**config.mk**
```make
export PLATFORM = sky130hd
export DESIGN_NAME = lru_slot_cache
export DESIGN_NICKNAME = d
export VERILOG_FILES = /design/src/rtl/core/lsc_pkg.sv /design/src/rtl/core/lru_slot_cache.sv /design/src/rtl/core/lsc_ctrl.sv /design/src/rtl/core/lsc_datapath.sv
export SDC_FILE = /design/constraint.sdc
export NUM_CORES = 1
export LEC_CHECK = 0
export BUFFER_PORTS_ARGS = -buffer_cell sky130_fd_sc_hd__buf_2
export CORE_ASPECT_RATIO = 0.7
export CORE_MARGIN = 2
export CORE_UTILIZATION = 55
export DETAILED_ROUTE_END_ITERATION = 8
export GPL_TIMING_DRIVEN = 0
export HOLD_SLACK_MARGIN = 0.06
export PLACE_DENSITY = 0.76
export SYNTH_ARGS = -nofsm -noshare
export SYNTH_HDL_FRONTEND = slang
export SYNTH_HIERARCHICAL = 1
export SYNTH_SLANG_ARGS = --single-unit
```
**constraint.sdc**
```tcl
create_clock -name aclk -period 8.61 [get_ports aclk]
set_input_delay 2.583 -clock aclk [delete_from_list [all_inputs] [get_ports aclk]]
set_output_delay 2.583 -clock aclk [all_outputs]
set_load 0.01 [all_outputs]
```
**src/rtl/core/lsc_pkg.sv**
```systemverilog
// Shared types and constants for the LRU slot cache.
// Holds the controller-to-datapath command group, register indexes and result codes.
// No dependencies.
package lsc_pkg;

    localparam int MAX_SLOTS_DEF = 16;
    localparam int MAX_EXPERTS   = 256;

    localparam int ID_W       = 8;
    localparam int SLOT_OUT_W = 4;
    localparam int STATUS_W   = 2;
    localparam int CFG_IDX_W  = 1;
    localparam int CFG_DATA_W = 9;
    localparam int CAP_W      = 5;

    localparam logic [CFG_IDX_W-1:0] REG_EXPERT_COUNT = 1'd0;
    localparam logic [CFG_IDX_W-1:0] REG_CAPACITY     = 1'd1;

    localparam logic [CFG_DATA_W-1:0] EXPERT_COUNT_RESET = 9'd256;
    localparam logic [CAP_W-1:0]      CAPACITY_RESET     = 5'd16;

    localparam logic OP_UPDATE = 1'b0;
    localparam logic OP_FIND   = 1'b1;

    localparam logic [STATUS_W-1:0] STATUS_OK     = 2'd0;
    localparam logic [STATUS_W-1:0] STATUS_BAD_ID = 2'd1;
    localparam logic [STATUS_W-1:0] STATUS_ABSENT = 2'd2;

    typedef struct packed {
        logic load;
        logic match;
        logic locate;
        logic commit;
    } lsc_cmd_t;

endpackage

```
**src/rtl/core/lru_slot_cache.sv**
```systemverilog
// LRU slot cache: a request runs the match, locate and update steps over the
// recency list and is taken only once the previous one has been committed;
// the update step holds while the result register is full.
// Reset is synchronous: list emptied, expert_count 256, capacity 16.
// A capacity write flushes the list in the same cycle.
module lru_slot_cache #(
    parameter int MAX_SLOTS = lsc_pkg::MAX_SLOTS_DEF
) (
    input  logic                             aclk,
    input  logic                             aresetn,
    input  logic                             s_valid,
    output logic                             s_ready,
    input  logic                             s_op,
    input  logic [lsc_pkg::ID_W-1:0]         s_expert_id,
    output logic                             m_valid,
    input  logic                             m_ready,
    output logic                             m_hit,
    output logic [lsc_pkg::SLOT_OUT_W-1:0]   m_slot,
    output logic [lsc_pkg::STATUS_W-1:0]     m_status,
    input  logic                             cfg_wr_en,
    input  logic [lsc_pkg::CFG_IDX_W-1:0]    cfg_index,
    input  logic [lsc_pkg::CFG_DATA_W-1:0]   cfg_wdata
);

    lsc_pkg::lsc_cmd_t cmd;

    lsc_ctrl u_ctrl (
        .aclk    (aclk),
        .aresetn (aresetn),
        .s_valid (s_valid),
        .s_ready (s_ready),
        .m_valid (m_valid),
        .m_ready (m_ready),
        .cmd     (cmd)
    );

    lsc_datapath #(
        .MAX_SLOTS (MAX_SLOTS)
    ) u_datapath (
        .aclk        (aclk),
        .aresetn     (aresetn),
        .cmd         (cmd),
        .s_op        (s_op),
        .s_expert_id (s_expert_id),
        .cfg_wr_en   (cfg_wr_en),
        .cfg_index   (cfg_index),
        .cfg_wdata   (cfg_wdata),
        .m_hit       (m_hit),
        .m_slot      (m_slot),
        .m_status    (m_status)
    );

endmodule

```
**src/rtl/core/lsc_ctrl.sv**
```systemverilog
// Sequencing controller for the LRU slot cache.
// Steps each request through match, locate and update; owns the result valid flag.
// Depends on lsc_pkg.
module lsc_ctrl (
    input  logic             aclk,
    input  logic             aresetn,
    input  logic             s_valid,
    output logic             s_ready,
    output logic             m_valid,
    input  logic             m_ready,
    output lsc_pkg::lsc_cmd_t cmd
);

    localparam logic [1:0] ST_IDLE   = 2'd0;
    localparam logic [1:0] ST_MATCH  = 2'd1;
    localparam logic [1:0] ST_LOCATE = 2'd2;
    localparam logic [1:0] ST_UPDATE = 2'd3;

    logic [1:0] state_reg;
    logic [1:0] state_next;
    logic       m_valid_reg;
    logic       m_valid_next;
    logic       out_free;

    assign s_ready  = (state_reg == ST_IDLE);
    assign m_valid  = m_valid_reg;
    assign out_free = !m_valid_reg || m_ready;

    always_comb begin
        cmd.load   = s_valid && (state_reg == ST_IDLE);
        cmd.match  = (state_reg == ST_MATCH);
        cmd.locate = (state_reg == ST_LOCATE);
        cmd.commit = (state_reg == ST_UPDATE) && out_free;
    end

    always_comb begin
        state_next = state_reg;
        case (state_reg)
            ST_IDLE: begin
                if (s_valid) begin
                    state_next = ST_MATCH;
                end
            end
            ST_MATCH:  state_next = ST_LOCATE;
            ST_LOCATE: state_next = ST_UPDATE;
            ST_UPDATE: begin
                if (out_free) begin
                    state_next = ST_IDLE;
                end
            end
            default:   state_next = ST_IDLE;
        endcase
    end

    always_comb begin
        m_valid_next = m_valid_reg;
        if (cmd.commit) begin
            m_valid_next = 1'b1;
        end else if (m_ready) begin
            m_valid_next = 1'b0;
        end
    end

    always_ff @(posedge aclk) begin
        if (!aresetn) begin
            state_reg   <= ST_IDLE;
            m_valid_reg <= 1'b0;
        end else begin
            state_reg   <= state_next;
            m_valid_reg <= m_valid_next;
        end
    end

endmodule

```
**src/rtl/core/lsc_datapath.sv**
```systemverilog
// Datapath of the LRU slot cache: recency list, counters, config registers, result register.
// Free slots are always the low end of the slot range, so the free stack reduces to a count.
// Depends on lsc_pkg.
module lsc_datapath #(
    parameter int MAX_SLOTS = lsc_pkg::MAX_SLOTS_DEF
) (
    input  logic                             aclk,
    input  logic                             aresetn,
    input  lsc_pkg::lsc_cmd_t                cmd,
    input  logic                             s_op,
    input  logic [lsc_pkg::ID_W-1:0]         s_expert_id,
    input  logic                             cfg_wr_en,
    input  logic [lsc_pkg::CFG_IDX_W-1:0]    cfg_index,
    input  logic [lsc_pkg::CFG_DATA_W-1:0]   cfg_wdata,
    output logic                             m_hit,
    output logic [lsc_pkg::SLOT_OUT_W-1:0]   m_slot,
    output logic [lsc_pkg::STATUS_W-1:0]     m_status
);

    localparam int IDX_W = (MAX_SLOTS > 1) ? $clog2(MAX_SLOTS) : 1;
    localparam int RC_W  = $clog2(MAX_SLOTS + 1);
    localparam int EXT_W = (IDX_W > lsc_pkg::SLOT_OUT_W) ? IDX_W : lsc_pkg::SLOT_OUT_W;
    localparam logic [RC_W-1:0] RC_ONE = RC_W'(1);

    function automatic logic [RC_W-1:0] eff_cap(input logic [lsc_pkg::CAP_W-1:0] v);
        logic [RC_W-1:0] r;
        if (v == '0) begin
            r = RC_ONE;
        end else if (int'(v) > MAX_SLOTS) begin
            r = RC_W'(MAX_SLOTS);
        end else begin
            r = RC_W'(v);
        end
        return r;
    endfunction

    logic [lsc_pkg::CFG_DATA_W-1:0] expert_count_reg;
    logic [RC_W-1:0]                cap_reg;
    logic [RC_W-1:0]                rc_reg;
    logic [RC_W-1:0]                rc_next;

    logic                           op_reg;
    logic [lsc_pkg::ID_W-1:0]       id_reg;

    logic [lsc_pkg::ID_W-1:0]       ids_reg   [MAX_SLOTS];
    logic [IDX_W-1:0]               slots_reg [MAX_SLOTS];

    logic [MAX_SLOTS-1:0]           match_reg;
    logic [MAX_SLOTS-1:0]           match_next;
    logic                           bad_reg;
    logic                           bad_next;

    logic                           hit_reg;
    logic [IDX_W-1:0]               pos_reg;
    logic [IDX_W-1:0]               pos_enc;
    logic [IDX_W-1:0]               rd_idx;
    logic [IDX_W-1:0]               rd_slot_reg;

    logic                           full;
    logic [IDX_W-1:0]               last_idx;
    logic [IDX_W-1:0]               free_top;
    logic                           list_upd;
    logic [IDX_W-1:0]               shift_pos;
    logic [IDX_W-1:0]               res_slot;
    logic                           res_hit;
    logic [lsc_pkg::STATUS_W-1:0]   res_status;
    logic [EXT_W-1:0]               slot_ext;

    logic                           m_hit_reg;
    logic [lsc_pkg::SLOT_OUT_W-1:0] m_slot_reg;
    logic [lsc_pkg::STATUS_W-1:0]   m_status_reg;

    assign m_hit    = m_hit_reg;
    assign m_slot   = m_slot_reg;
    assign m_status = m_status_reg;

    always_comb begin
        match_next = '0;
        for (int i = 0; i < MAX_SLOTS; i++) begin
            match_next[i] = (RC_W'(i) < rc_reg) && (ids_reg[i] == id_reg);
        end
        bad_next = ({1'b0, id_reg} >= expert_count_reg) ||
                   (int'(id_reg) >= lsc_pkg::MAX_EXPERTS);
    end

    always_comb begin
        pos_enc = '0;
        for (int i = 0; i < MAX_SLOTS; i++) begin
            if (match_reg[i]) begin
                pos_enc = pos_enc | IDX_W'(i);
            end
        end
    end

    assign last_idx = IDX_W'(rc_reg - RC_ONE);
    assign free_top = IDX_W'(cap_reg - rc_reg - RC_ONE);
    assign rd_idx   = (|match_reg) ? pos_enc : last_idx;
    assign full     = (rc_reg >= cap_reg);

    always_comb begin
        res_hit    = 1'b0;
        res_slot   = '0;
        res_status = lsc_pkg::STATUS_OK;
        list_upd   = 1'b0;
        shift_pos  = pos_reg;
        rc_next    = rc_reg;
        if (bad_reg) begin
            res_status = lsc_pkg::STATUS_BAD_ID;
        end else if (hit_reg) begin
            res_hit  = 1'b1;
            res_slot = rd_slot_reg;
            list_upd = (op_reg == lsc_pkg::OP_UPDATE);
        end else if (op_reg == lsc_pkg::OP_FIND) begin
            res_status = lsc_pkg::STATUS_ABSENT;
        end else if (full) begin
            res_slot  = rd_slot_reg;
            list_upd  = 1'b1;
            shift_pos = last_idx;
        end else begin
            res_slot  = free_top;
            list_upd  = 1'b1;
            shift_pos = IDX_W'(rc_reg);
            rc_next   = rc_reg + RC_ONE;
        end
    end

    assign slot_ext = EXT_W'(res_slot);

    always_ff @(posedge aclk) begin
        if (!aresetn) begin
            expert_count_reg <= lsc_pkg::EXPERT_COUNT_RESET;
            cap_reg          <= eff_cap(lsc_pkg::CAPACITY_RESET);
            rc_reg           <= '0;
        end else if (cfg_wr_en) begin
            case (cfg_index)
                lsc_pkg::REG_EXPERT_COUNT: expert_count_reg <= cfg_wdata;
                lsc_pkg::REG_CAPACITY: begin
                    cap_reg <= eff_cap(cfg_wdata[lsc_pkg::CAP_W-1:0]);
                    rc_reg  <= '0;
                end
                default: ;
            endcase
        end else if (cmd.commit) begin
            rc_reg <= rc_next;
        end
    end

    always_ff @(posedge aclk) begin
        if (cmd.load) begin
            op_reg <= s_op;
            id_reg <= s_expert_id;
        end
        if (cmd.match) begin
            match_reg <= match_next;
            bad_reg   <= bad_next;
        end
        if (cmd.locate) begin
            hit_reg     <= |match_reg;
            pos_reg     <= pos_enc;
            rd_slot_reg <= slots_reg[rd_idx];
        end
        if (cmd.commit) begin
            m_hit_reg    <= res_hit;
            m_slot_reg   <= slot_ext[lsc_pkg::SLOT_OUT_W-1:0];
            m_status_reg <= res_status;
        end
    end

    always_ff @(posedge aclk) begin
        if (cmd.commit && list_upd) begin
            ids_reg[0]   <= id_reg;
            slots_reg[0] <= res_slot;
            for (int i = 1; i < MAX_SLOTS; i++) begin
                if (IDX_W'(i) <= shift_pos) begin
                    ids_reg[i]   <= ids_reg[i-1];
                    slots_reg[i] <= slots_reg[i-1];
                end
            end
        end
    end

endmodule

```
== Yosys cells after proc, flatten, opt, wreduce, memory -nomap -nowiden ==
Memory sizes are Yosys's and may differ from the RTL's. A register that Yosys moved wholly into a read port is not among the register bits.
Cells that the tools add are included.
Storage, ports and cells
  memory bits (writable): 192
  register bits after elaboration: 60
  logic and storage cells: 205
  output and inout port bits: 9
  memories: 2
Cells by class
  bitwise operators: 2
  reductions and logical operators: 31
  equal/unequal tests: 26
  muxes and demuxes: 91
  add/subtract/negate cells: 4
  order comparisons: 34
Memories
  u_datapath.ids_reg: words 16, bits a word 8, rd ports 16, clocked after memory_dff 0, wr ports 16, line lsc_datapath.sv:45  | logic [lsc_pkg::ID_W-1:0] ids_reg [MAX_SLOTS];
  u_datapath.slots_reg: words 16, bits a word 4, rd ports 16, clocked after memory_dff 1, wr ports 16, line lsc_datapath.sv:46  | logic [IDX_W-1:0] slots_reg [MAX_SLOTS];
Operator list (count)
  $eq A8 B8 Y1: 16
  $mux W4: 17
  $mux W1: 55
  $mux W5: 9
  $lt A4 B5 Y1 const A: 8
  $le A4 B4 Y1 const A: 8
  $lt A3 B5 Y1 const A: 4
  $logic_and A1 B1 Y1: 19
  $le A3 B4 Y1 const A: 4
  $reduce_or A16 Y1: 1
  $mux W3: 4
  $lt A1 B5 Y1 const A: 2
  $lt A2 B5 Y1 const A: 2
  $mux W2: 5
  $ne A2 B2 Y1 const B: 5
  $ge A8 B9 Y1: 1
  $le A2 B4 Y1 const A: 2
  $pmux W2 S4: 1
  $sub A4 B1 Y4 const B: 2
  $reduce_and A2 Y1: 3
  $reduce_and A6 Y1: 1
  $add A5 B1 Y5 const B: 1
  $ge A5 B5 Y1: 1
  $gt A5 B5 Y1 const B: 1
  12 further kinds: 16

== Depth between registers and ports, before layout ==
Gate-level depths: netlist (run 1).
  depth in word-level cells: 16
  depth in mapped cells: 11

== Modules after synthesis ==
The synthesis (run 1) kept the hierarchy.
Modules (own cells, without submodules)
  lsc_datapath: cells each 769, area an instance 11131.9 µm², instances 1
  lsc_ctrl: cells each 22, area an instance 209.0 µm², instances 1

== Least setup slack after synthesis (run 1) ==
No wires, ideal clock.
  path type: input -> register
  start: input m_ready
  end: memory u_datapath/ids_reg[1][48] (netlist bit), enable pin
  stages on the path: 5
  path buffers: 1
  data arrival time: 4.595 ns
  setup slack: 3.598 ns
  cell sequence: and2b_2 > nor2b_1 > buf_4 > nand2_1 > nor4b_1
RTL lines
  start, declared: line lru_slot_cache.sv:16  | input logic m_ready,
  end, declared: line lsc_datapath.sv:45

==> results of run 1 <==
cell usage in the layout (no fill, tap or decap), types with 8 or more instances in the layout:
cell	synthesis	final
inv_1	28	28
clkbuf_1	25	29
mux2i_1	25	25
nor3_1	13	11
nor4_1	16	14
nor3b_1	8	8
nand4_1	23	23
xor2_1	38	38
nand3_1	20	20
mux2_2	10	10
nand2_1	48	48
o2bb2ai_1	8	8
buf_2	4	36
nor2_1	17	17
xnor2_1	97	97
edfxtp_1	234	234
a21boi_0	10	10
clkbuf_16	0	25
dfxtp_1	22	22
a21oi_1	17	16
ha_1	21	21
cells by family (layout without fill, tap and decap cells):
kind of cell / count (synthesis) / after routing
xor+xnor: 135 / 135
buf+inv: 68 / 152
fa+ha+maj: 22 / 22
simple gates: 175 / 175
compound gates: 100 / 100
mux: 35 / 35
flops: 256 / 256
final cells by class:
type,instances,area (sq um)
timing repair buffer,40,231.5
multi-input combinational,467,3621
clock inverter,15,158.9
sequential,256,7467
buffer,40,219.0
clock buffer,29,640.6
tap,270,337.8
inverter,28,105.1
fill,1457,7233
through the flow:
stage / std cells / hold WS (ns)
floorplan: 791 / 0.4176
global placement: 1093 / 0.4199
detailed placement: 1101 / 0.4278
CTS: 1145 / 0.4463
global route: 1145 / 0.4560
finish: 1145 / 0.4476
report_power, final:
part,leakage [nW],total [mW],internal [mW],switching (mW)
sequential,2.29,1.54,1.48,0.0645
clock,0.386,1.07,0.622,0.451
combinational,1.47,0.489,0.180,0.309
total,4.14,3.11,2.28,0.824
per-layer routing:
metal / track usage / vias to the layer above
met5: 0 / -
met4: 0.06818 / 0
met3: 0.05708 / 49
met2: 0.3659 / 310
met1: 0.3541 / 3354
li1: - / 3078
how the worst min path moves through the flow:
stage	endpoint	slack [ns]	depth (start not counted)
floorplan	u_datapath/slots_reg[13][1]	0.42	0
global placement	u_datapath/slots_reg[13][1]	0.42	0
detailed placement	u_datapath/slots_reg[9][0]	0.43	0
CTS	u_datapath/ids_reg[0][0]	0.45	0
global route	u_datapath/slots_reg[1][3]	0.46	0
finish	u_datapath/ids_reg[0][0]	0.45	0
==> out/results.txt, run 1 <==
Status -> complete, no violations
Crit Reg-Reg Startpoint -> u_datapath/rc_reg[0]
Seq/Total Area, Yosys -> 0.6584
Async set-reset flop share out of synthesis -> 0
Tot GR Track Use -> 0.2421
Top Layer Used -> met4
Slowest cell on the critical path -> o22ai_2
Syn Nets -> 837
Pre-CTS setup slack -> 3.192 ns
WP buf/inv -> 3
Pwr Total -> 3.106 mW
Fmax -> 205.3 MHz
Synth top area cells -> edfxtp_1 62%, xnor2_1 7.5%, dfxtp_1 3.9%
Met1 wire length -> 11360 microns
Yosys warning total -> 6
Reg-to-reg slack, setup -> 4.00 ns
Number of detailed-route iterations in the first pass -> 5
Maxcap violations -> 0
Cell taking the most area after synthesis -> edfxtp_1
Detail-routed net length per standard cell -> 22.28 microns
Crit start category -> input pin
Main synth FF type -> edfxtp_1
Fin crit period -> 4.871 ns
DR vias -> 6791
Leak -> 4.144 nW
H-tree depth -> 1
Initial Util -> 0.5666
Fin worst setup slack -> 3.739 ns
Crit path to -> u_datapath/slots_reg[7][2]
CP Depth -> 8
Post-synthesis compound-gate area fraction -> 0.06708
Initial DRC count -> 827
Hold Crit Start -> u_datapath/id_reg[0]
# rows -> 43
Antenna violations before repair -> 0
WL met2 -> 11040 microns
Syn Inst Count -> 791
Leading cell types by count after synthesis -> 234 x edfxtp_1, 97 x xnor2_1, 48 x nand2_1, 38 x xor2_1, 28 x inv_1
Post-Synth Simple-Gate Area -> 0.08473
Die W -> 175.6 microns
Clk_lat worst skew -> 0.52 ns
Worst Max-Slew Pin Slew -> 1.270 ns
Largest family of logic cells by synthesized area -> XOR/XNOR gates
Final hold vios -> 0
Grt ovf -> 0
CTS Buf Count -> 24
IO Pins -> 33
Clock Path Buffers -> 3
Largest register FFs -> 128
Largest net degree at the start of global routing -> 18
Max transition margin -> 0.1503
Post_cts resized -> 0
Ant. Diodes -> 0
Yosys reg bits -> 256
Post-synthesis mux area share -> 0.03199
Hold WC Path Type -> flip-flop to flip-flop
Crit Path Max Fanout -> 14
Post-DP HPWL -> 18450 microns
Metal3 WL -> 2446 microns
Routability Congestion -> 0.8850
Mean Syn Cell Area -> 14.34 sq um
CP endpoint kind -> flip-flop
PortBufs -> 32
Design area -> 0.01278 sq mm
RSZ-0062 raised after global routing -> false
Antenna Violating Nets Remaining -> 0
Die area -> 0.02180 sq mm
Period utilisation layout -> 0.5657
CP Data Arrival Time -> 5.00 ns
Top cell type's share of synthesized area -> 0.6196
Root Driver -> clkbuf_16
CP max stage delay -> 0.83 ns
Nets -> 903
Final core utilization -> 0.6386
Adder-Cell Fraction of Synth Area -> 0.02493
Setup_tns -> 0 ns
VDD IR max -> 0.0001918 V
Hold-fix buffers, CTS -> 0
Mapped Area -> 0.01134 sq mm
Core Area -> 0.02001 sq mm
First-pass GRT wire length -> 39070 microns
Clock transition at path regs -> 0.06 ns
Via/cell ratio -> 5.931
Crit-path most repeated cell -> nand2_1
DRC viols -> 0
Crit path required time -> 8.74 ns
EDFF count, synth -> 234
Post-CTS Setup Bufs -> 0
Reg2reg end -> u_datapath/slots_reg[8][3]
CP Cell Sequence -> buf_2 -> and2b_2 -> nor2b_1 -> buf_4 -> nand2_1 -> inv_1 -> nand2_1 -> o22ai_2
Die height -> 124.1 microns
Vias in the first global route -> 6735
Max-slew violation count -> 0
Placement Cell Area -> 0.01198 sq mm
TritonCTS clock tree -> built
DRT Wirelength -> 25510 microns
Final setup viols -> 0
Xor/xnor share of the synthesized area -> 0.1043
Worst path top cell family by delay -> compound AO/OA/AOI/OAI gates
CP startpoint -> m_ready
Layout cells sized above 1 -> 0.1440
Clock Sinks -> 256
Reg2Reg Depth -> 10
Worst Skew -> 0.01535 ns
Synth unique cells -> 66
Area growth, synth to finish -> 12.70%
Power Density -> 243.0 mW/mm^2
Most common cell in the synthesized netlist -> edfxtp_1
Crit Path Class -> input pin to flip-flop
Note: power is estimated with default switching activity, not from simulation.
==> run 2, diff against run 1 <==
ABC_AREA = 1   (was not set)
PLACE_DENSITY = 0.79   (was 0.76)
clock period = 4.15 ns   (was 8.61 ns; I/O delays follow)
==> out/results.txt, run 2 <==
Status -> complete, no violations (unchanged)
Antenna Violating Nets Remaining -> 0 (unchanged)
Hold WC Path Type -> flip-flop to flip-flop (unchanged)
Die W -> 176.8 microns (was 175.6 microns)
Largest register FFs -> 128 (unchanged)
Detail-routed net length per standard cell -> 20.89 microns (was 22.28 microns)
Max transition margin -> 0.4074 (was 0.1503)
Crit path required time -> 4.30 ns (was 8.74 ns)
Most common cell in the synthesized netlist -> edfxtp_1 (unchanged)
Die height -> 125.0 microns (was 124.1 microns)
EDFF count, synth -> 234 (unchanged)
Synth top area cells -> edfxtp_1 61%, nand2_1 4.4%, xor2_1 4.1% (was edfxtp_1 62%, xnor2_1 7.5%, dfxtp_1 3.9%)
M1 GR Usage -> 0.3883 (was 0.3541)
Maxcap violations -> 0 (unchanged)
Area growth, synth to finish -> 12.04% (was 12.70%)
Die area -> 0.02210 sq mm (was 0.02180 sq mm)
DR vias -> 7896 (was 6791)
Worst Max-Slew Pin Slew -> 0.8890 ns (was 1.270 ns)
Clock Sinks -> 256 (unchanged)
Initial Util -> 0.5571 (was 0.5666)
Most frequent cells in the layout -> 234 x edfxtp_1, 135 x nand2_1, 115 x inv_1 (was 234 x edfxtp_1, 97 x xnor2_1, 48 x nand2_1)
PortBufs -> 32 (unchanged)
Grt met2 use -> 0.3617 (was 0.3659)
VDD IR max -> 0.0003867 V (was 0.0001918 V)
Worst Skew -> 0.01431 ns (was 0.01535 ns)
Routability Congestion -> 0.9184 (was 0.8850)
Met3 usage -> 0.06539 (was 0.05708)
DRC viols -> 0 (unchanged)
Mapped Area -> 0.01150 sq mm (was 0.01134 sq mm)
H-tree depth -> 1 (unchanged)
IO Pins -> 33 (unchanged)
First-pass GRT wire length -> 42760 microns (was 39070 microns)
Via/cell ratio -> 5.897 (was 5.931)
Number of detailed-route iterations in the first pass -> 6 (was 5)
CTS Buf Count -> 23 (was 24)
Switching Share -> 0.2743 (was 0.2653)
Antenna violations before repair -> 0 (unchanged)
Fin crit period -> 3.869 ns
Fmax -> 258.5 MHz
DRT Wirelength -> 27970 microns (was 25510 microns)
Main synth FF type -> edfxtp_1 (unchanged)
Crit Path Max Fanout -> 17 (was 14)
Pwr Total -> 6.641 mW (was 3.106 mW)
Ant. Diodes -> 0 (unchanged)
Commonest non-fill, non-tap cell in the layout -> edfxtp_1 (unchanged)
Clock Path Buffers -> 3 (unchanged)
Root Driver -> clkbuf_16 (unchanged)
CP endpoint kind -> flip-flop (unchanged)
Cell taking the most area after synthesis -> edfxtp_1 (unchanged)
# rows -> 44 (was 43)
Async set-reset flop share out of synthesis -> 0 (unchanged)
Final setup viols -> 0 (unchanged)
Synth unique cells -> 45 (was 66)
Clk pwr share -> 0.340 (was 0.346)
Post-DP HPWL -> 20150 microns (was 18450 microns)
Crit start category -> input pin (unchanged)
Final hold vios -> 0 (unchanged)
Post-CTS Setup Bufs -> 0 (unchanged)
Seq/Total Area, Yosys -> 0.6493 (was 0.6584)
Vias in the first global route -> 7693 (was 6735)
Busiest layer in global routing -> met1 (was met2)
Power Density -> 515.3 mW/mm^2 (was 243.0 mW/mm^2)
RSZ-0062 raised after global routing -> false (unchanged)
Pint -> 4.819 mW (was 2.282 mW)
Leak -> 4.850 nW (was 4.144 nW)
Yosys warning total -> 6 (unchanged)
Leading cell types by count after synthesis -> 234 x edfxtp_1, 136 x nand2_1, 115 x inv_1, 93 x nand3_1, 57 x nor2_1 (was 234 x edfxtp_1, 97 x xnor2_1, 48 x nand2_1, 38 x xor2_1, 28 x inv_1)
NetSw -> 1.822 mW (was 0.8239 mW)
CP Data Arrival Time -> 4.01 ns (was 5.00 ns)
Tot GR Track Use -> 0.2552 (was 0.2421)
Clk_lat worst skew -> 0.52 ns (about the same)
TritonCTS clock tree -> built (unchanged)
Syn Nets -> 1030 (was 837)
Largest net degree at the start of global routing -> 18 (unchanged)
Mean Syn Cell Area -> 11.69 sq um (was 14.34 sq um)
Initial DRC count -> 1293 (was 827)
Grt ovf -> 0 (unchanged)
Yosys reg bits -> 256 (unchanged)
Clock transition at path regs -> 0.06 ns (about the same)
Placement Cell Area -> 0.01206 sq mm (was 0.01198 sq mm)
Crit Path Class -> input pin to flip-flop (unchanged)
Nets -> 1092 (was 903)
Period utilisation layout -> 0.9323
Max-slew violation count -> 0 (unchanged)
Layout cells sized above 1 -> 0.1308 (was 0.1440)
Design area -> 0.01289 sq mm (was 0.01278 sq mm)
Combinational share of power -> 0.161 (was 0.157)
Core Area -> 0.02064 sq mm (was 0.02001 sq mm)
Top cell type's share of synthesized area -> 0.6110 (was 0.6196)
Syn Inst Count -> 984 (was 791)
Seq pwr share -> 0.498 (was 0.497)
==> run 2: cell types whose count changed in the layout (fill, tap and decap cells not counted), sizes merged, moves of 23 or more <==
cell,previous run,this run
inv,28,121
xnor2,97,20
mux2i,25,0
nand2,49,138
o21ai,9,32
nor2,17,68
nand3,20,97
==> run 2: worst paths after layout <==
kind / startpoint / to / slack [ns] / cells past startpoint
hold / removal: u_datapath/slots_reg[12][3] / u_datapath/slots_reg[13][3] / 0.45 / 0
hold reg to reg: u_datapath/slots_reg[12][3] / u_datapath/slots_reg[13][3] / 0.45 / 0
setup reg to reg: u_ctrl/state_reg[0] / u_datapath/slots_reg[9][1] / 0.49 / 11
setup / recovery: m_ready / u_datapath/slots_reg[9][1] / 0.28 / 11
==> run 2: through the flow <==
step	worst slack [ns]	hold slack, ns	utilization	std cells	setup TNS [ns]
2_1_floorplan	0.07972	0.4166	-	984	0
3_3_place_gp	-1.204	0.4184	0.5816	1292	-129.88
3_5_place_dp	-0.8741	0.4336	0.5841	1296	-50.29
4_1_cts	0.1943	0.4494	0.6233	1338	0
5_1_grt	0.06942	0.4577	0.6242	1339	0
6_report	0.2808	0.4480	0.6242	1339	0
==> run 2: per-layer routing <==
metal,vias up,wire (microns),share of wire
met4,0,791,0.028
met1,3742,11590,0.41
met2,523,11750,0.42
met5,-,0,0
li1,3565,-,-
met3,66,3841,0.14
==> run 2: repair_timing <==
action | 4_1_cts | 5_1_grt
resized for setup | 3 | 2
setup endpoints to repair | 48 | 36
hold buffers | 0 | 0
==> run 2: cell families after synthesis <==
family / synth area share
AND/OR/NAND/NOR: 0.1547
adder cells (fa/ha/maj): 0.02459
AO/OA/AOI/OAI: 0.05962
buffers and inverters: 0.05548
flip-flops: 0.6493
XOR/XNOR: 0.05635
==> run 2: power groups by stage <==
| stage | clock, mW | sequential (mW) | combinational (mW) |
|---|---|---|---|
| global route | 2.39 | 3.33 | 1.16 |
| detailed placement | 0 | 3.36 | 1.03 |
| CTS | 2.28 | 3.31 | 1.04 |
| floorplan | 0 | 3.30 | 0.706 |
| finish | 2.26 | 3.31 | 1.07 |
| global placement | 0 | 3.34 | 0.984 |
==> run 2: cell type report <==
type,count,area (sq um)
tap,276,345.3
inverter,123,461.7
timing repair buffer,37,216.5
fill,1537,7759
sequential,256,7467
buffer,33,176.4
clock inverter,16,211.5
clock buffer,26,586.8
multi-input combinational,572,3421
==> run 2: worst max-delay path, stage by stage <==
cell and delay (ns):
buf_2 0.09, inv_1 0.06, a21oi_1 0.16, buf_4 0.20, nand2_1 0.12, nor2_4 0.48
o21a_1 0.26, nand3_4 0.16, inv_1 0.49, nand2_1 0.22, nand2_1 0.52
